[config.mk]
export PLATFORM = sky130hd
export DESIGN_NAME = kwm_queue
export DESIGN_NICKNAME = d
export VERILOG_FILES = /design/src/rtl/kwm_pkg.sv /design/src/rtl/kwm_queue.sv
export SDC_FILE = /design/constraint.sdc
export NUM_CORES = 1
export LEC_CHECK = 0
export BUFFER_PORTS_ARGS = -buffer_cell sky130_fd_sc_hd__buf_2
export CAP_MARGIN = 10
export CORE_MARGIN = 10
export CORE_UTILIZATION = 54
export CTS_BUF_LIST = sky130_fd_sc_hd__clkbuf_2
export DETAILED_ROUTE_END_ITERATION = 6
export PLACE_DENSITY = 0.82
export SYNTH_ARGS = -nofsm -noshare
export SYNTH_HDL_FRONTEND = slang
export SYNTH_SLANG_ARGS = --single-unit
[constraint.sdc]
create_clock -name clk_i -period 2.9 [get_ports clk_i]
set_input_delay 0.58 -clock clk_i [delete_from_list [all_inputs] [get_ports clk_i]]
set_output_delay 0.58 -clock clk_i [all_outputs]
set_load 0.1 [all_outputs]
[src/rtl/kwm_pkg.sv]
`default_nettype none
package kwm_pkg;

  // List count and per-list depth; the depth must be a power of two.
  localparam int NumLists  = 4;
  localparam int ListDepth = 256;
  localparam int ValW      = 32;

  localparam int ListW = $clog2(NumLists);
  localparam int SlotW = $clog2(ListDepth);
  localparam int FillW = SlotW + 1;
  localparam int AddrW = ListW + SlotW;

  // Width of the list index and list fields on the ports.
  localparam int PortListW = 2;

  typedef enum logic [1:0] {
    OP_APPEND,
    OP_POP,
    OP_REJECT
  } op_e;

  typedef struct packed {
    op_e                    op;
    logic [ListW-1:0]       list;
    logic signed [ValW-1:0] value;
  } cmd_t;

  typedef struct packed {
    logic                   out_valid;
    logic signed [ValW-1:0] out_value;
    logic [PortListW-1:0]   out_list;
    logic                   rejected;
  } res_t;

endpackage
`default_nettype wire

[src/rtl/kwm_queue.sv]
`default_nettype none
module kwm_queue (
  input  wire logic          clk_i,
  input  wire logic          rst_ni,
  input  wire logic          push_i,
  input  kwm_pkg::cmd_t      cmd_i,
  output logic               full_o,
  input  wire logic          pop_i,
  output logic               empty_o,
  output kwm_pkg::cmd_t      cmd_o
);
  import kwm_pkg::*;

  cmd_t       slot_q [2];
  logic       wr_q, wr_d;
  logic       rd_q, rd_d;
  logic [1:0] cnt_q, cnt_d;

  assign full_o  = (cnt_q == 2'd2);
  assign empty_o = (cnt_q == 2'd0);
  assign cmd_o   = slot_q[rd_q];

  always_comb begin
    wr_d  = wr_q;
    rd_d  = rd_q;
    cnt_d = cnt_q;
    if (push_i) begin
      wr_d = ~wr_q;
    end
    if (pop_i) begin
      rd_d = ~rd_q;
    end
    if (push_i && !pop_i) begin
      cnt_d = cnt_q + 2'd1;
    end else if (pop_i && !push_i) begin
      cnt_d = cnt_q - 2'd1;
    end
  end

  always_ff @(posedge clk_i or negedge rst_ni) begin
    if (!rst_ni) begin
      wr_q  <= 1'b0;
      rd_q  <= 1'b0;
      cnt_q <= 2'd0;
    end else begin
      wr_q  <= wr_d;
      rd_q  <= rd_d;
      cnt_q <= cnt_d;
    end
  end

  always_ff @(posedge clk_i) begin
    if (push_i) begin
      slot_q[wr_q] <= cmd_i;
    end
  end

endmodule
`default_nettype wire

After elaboration in Yosys (flattened, before gate mapping)
Memories as Yosys holds them, arrays and structs flattened.
Cells that the tools add are included.
{"block": "totals", "regBits": 4, "ram_bits": 72, "input_bits": 40, "n_memories": 1}
{"block": "classes", "addsub": 2, "eq_ne": 1, "mux": 4, "n_bitwise": 2, "reduce_logical": 6}
{"memory": "slot_q", "depth": 2, "width": 36, "rd": 1, "rd_ports_with_merged_regs": 0, "write_ports": 1, "line_no": "kwm_queue.sv:14", "rtl": "cmd_t slot_q [2];"}
{"op": "$mux W2", "count": 2}
{"op": "$add A2 B1 Y2 const B", "count": 1}
{"op": "$eq A2 B2 Y1 const B", "count": 1}
{"op": "$logic_and A1 B1 Y1", "count": 2}
{"op": "$logic_not A1 Y1", "count": 2}
{"op": "$logic_not A2 Y1", "count": 1}
{"op": "$mux W1", "count": 2}
{"op": "$not A1 Y1", "count": 2}
{"op": "$reduce_bool A2 Y1", "count": 1}
{"op": "$sub A2 B1 Y2 const B", "count": 1}

Longest topological paths before layout
{"block": "depth", "ltp_word": 4, "depth_mapped": 5, "depth_no_buf": 5}

Worst setup path after synthesis
Ideal clock, no wire load.
{"block": "synth_timing", "path_type": "input port to flip-flop", "from": "in push_i", "to": "mem slot_q[0][0] (netlist bit) (enable)", "setup_ns": 0.434, "arrival_ns": 2.198, "required_time_ns": 2.466, "slack_ns": 0.268, "stages": 1, "path_buffers": 0, "path_cell_list": "nor2b_1"}
{"block": "synth_between", "elab_chain_len": 2}
{"item": "from (decl)", "line_no": "kwm_queue.sv:5", "rtl": "input wire logic push_i,"}
{"item": "$mux W1", "line_no": "kwm_queue.sv:53", "rtl": "if (push_i) begin"}
{"item": "$mux W1 (implied by the code)", "line_no": "kwm_queue.sv:54", "rtl": "slot_q[wr_q] <= cmd_i;"}
{"item": "to (decl)", "line_no": "kwm_queue.sv:14"}
No other way between the ends.

==> results.yml <==
setup_path:
  path_class: "reg -> out"
  cp.required_ns: 2.32
  end_kind: "output port"
  reg2reg_slack_ns: 1.34
  crit_chain: "buf_12 -> mux2_4 -> buf_2"
  critPathBufInv: 2
  crit_family: "flip-flops"
  reg2reg_to: "slot_q[1][21]"
  crit_fanout: 24
  cp.arrival_ns: 2.04
  crit_path_top_delay_cell: "dfrtp_4"
  r2r-start: "wr_q"
  crit_path_start_kind: "flip-flop"
  reg2reg_depth: 1
  slowest_delay_ns: 0.74
clocking:
  numCtsBuffers: 9
  clockRootBuffer: "clkbuf_2"
  clk_pin_slew_ns: 0.21
  post-cts-setup-buffers: 0
  cts_sinks: 76
  clk_path_buf_depth: 2
  clk_latency_ns: 0.49
  cts_tree: "built"
  cts.htree.levels: 3
min_path:
  min_to: "slot_q[0][11]"
  hp-class: "in -> reg"
  hold_start: "cmd_i[11]"
  hold_depth: 1
grt:
  grt_usage_pct: 12.2
  grt.overflow.total: 0
  grt_pass1_wl_um: 8170
  antenna_found_initial: 0
  grt_max_degree: 37
  grt_pass1_vias: 1603
timing:
  tns_ns: 0
  setup_viol: 0
  rsz0062_at_grt: "no"
  tightest_slew_ns: 0.855
  maxSlewViolCount: 0
  whs_ns: 0.262
  fmax_mhz: 381
  finClkSkew_ns: 0.0232
  hold_viol: 0
  relSlewSlack_pct: 43.0
  finalCritPeriodShare_pct: 90.4
  period_needed_ns: 2.62
yosys:
  synthAdderAreaFrac_pct: 0.426
  muxShareOfSynthArea_pct: 17.5
  ys_seq_area_share_pct: 77.1
  synth-simple-area-share_pct: 0.896
  yosysWarnings: 0
  ys_seq_elements: 76
  netlist_area_mm2: 0.00293
  yosysUniqueCellTypes: 13
  syn_inst: 128
  synth_top_family_by_area: "multiplexers"
  synth_fp_nets: 169
  synth-xor-area-share_pct: 1.49
  synth_compound_area_share_pct: 0
  synth_area_per_cell_um2: 22.9
floorplan:
  die_area_mm2: 0.00878
  io_pins: 78
  die_w_um: 93.7
  start_util_pct: 56.7
  fp-row-count: 26
  die_h_um: 93.7
  core_mm2: 0.00517
drt:
  firstDrtPassIters: 4
  wl_um: 5080
  drtIter0Drc: 72
  wl_per_cell_um: 17.5
  drcViolationCount: 0
  ant_nets: 0
  num_vias: 1429
  post_drt_via_cell_ratio: 4.93
outcome:
  outcome: "finished, final reports clean"
final_layout:
  nNetsFinal: 256
  diodes: 0
  drive_above_1_share_pct: 60.5
  stdcell_count: 290
  syn_to_final_growth_pct: 21.1
  nFillCells: 341
placement:
  io_buffers: 77
  numPlacedInstances: 273
  dp_hpwl_um: 3590
  routabilityCongestion: 0.664
run:
  max_cap_violations: 0
## layout make-up
type                    count  area (um^2)  share of cell area (%)
clock buffers              10         50.0                    1.41
clock inverters             6          104                    2.92
inverters                   1         3.75                   0.106
multi-input cells          47          606                    17.0
flip-flops and latches     76         2270                    63.8
well taps                  70         87.6                    2.47
repair buffers             80          435                    12.3
## per-stage QoR
| stage | area, um^2 | utilization [%] | setup WS (ns) |
|---|---|---|---|
| 2_1_floorplan | 2930 | - | 0.268 |
| 3_3_place_gp | 3390 | 65.5 | 0.635 |
| 3_5_place_dp | 3390 | 65.5 | 0.621 |
| 4_1_cts | 3550 | 68.6 | 0.0473 |
| 5_1_grt | 3550 | 68.7 | 0.135 |
| 6_report | 3550 | 68.7 | 0.278 |
## metal layers
metal / vias up / global-route usage, % / routed length [um]
li1: 676 / - / -
met1: 694 / 13.7 / 2010
met2: 51 / 19.3 / 2570
met3: 8 / 4.96 / 438
met4: 0 / 6.46 / 61
met5: - / 0 / 0
## state kept, by name, indices dropped and copies added (netlist names)
register,count
cnt_q,2
rd_q,1
slot_q,72
wr_q,1
## cell usage in the layout (no fill, tap or decap), drive strengths merged
cell,n
mux2,36
and2,1
xnor2,1
clkbuf,10
clkinv,3
nor2b,2
edfxtp,72
dlygate4sd3,1
buf,79
inv,1
xor2,4
ha,1
dfrtp,4
bufinv,3
nor2,2
## kinds of logic after synthesis
logic type / count (synthesis)
simple gates: 5
mux: 36
flops: 76
xor+xnor: 5
buf+inv: 5
fa+ha+maj: 1
## what timing repair did
action / 4_1_cts / 5_1_grt
resized for setup: 0 / 1
endpoints found under the hold margin: 4 / 0
endpoints found under the setup margin: 0 / 14
hold buffers: 1 / 0
## Yosys cell counts
master | number | area share [%]
xor2_1 | 4 | 1.2
and2_1 | 1 | 0.21
mux2_2 | 7 | 2.7
buf_6 | 1 | 0.38
ha_1 | 1 | 0.43
mux2_4 | 29 | 15
xnor2_1 | 1 | 0.30
edfxtp_1 | 72 | 74
nor2_1 | 2 | 0.26
inv_1 | 1 | 0.13
buf_12 | 3 | 2.0
dfrtp_1 | 4 | 3.4
nor2b_1 | 2 | 0.43
## how the worst max path moves through the flow
stage / end / slack (ns) / start / depth (start not counted)
after floorplan: slot_q[0][0] / 0.27 / push_i / 1
after global placement: cmd_o[14] / 0.63 / rd_q / 3
after detailed placement: cmd_o[12] / 0.62 / rd_q / 3
after CTS: cmd_o[12] / 0.05 / rd_q / 3
after global routing: cmd_o[12] / 0.13 / rd_q / 3
final: cmd_o[12] / 0.28 / rd_q / 3
Power is left out: the tool's default activity adds up to more than one toggle a clock period on the data nets, which glitch-free logic cannot reach.
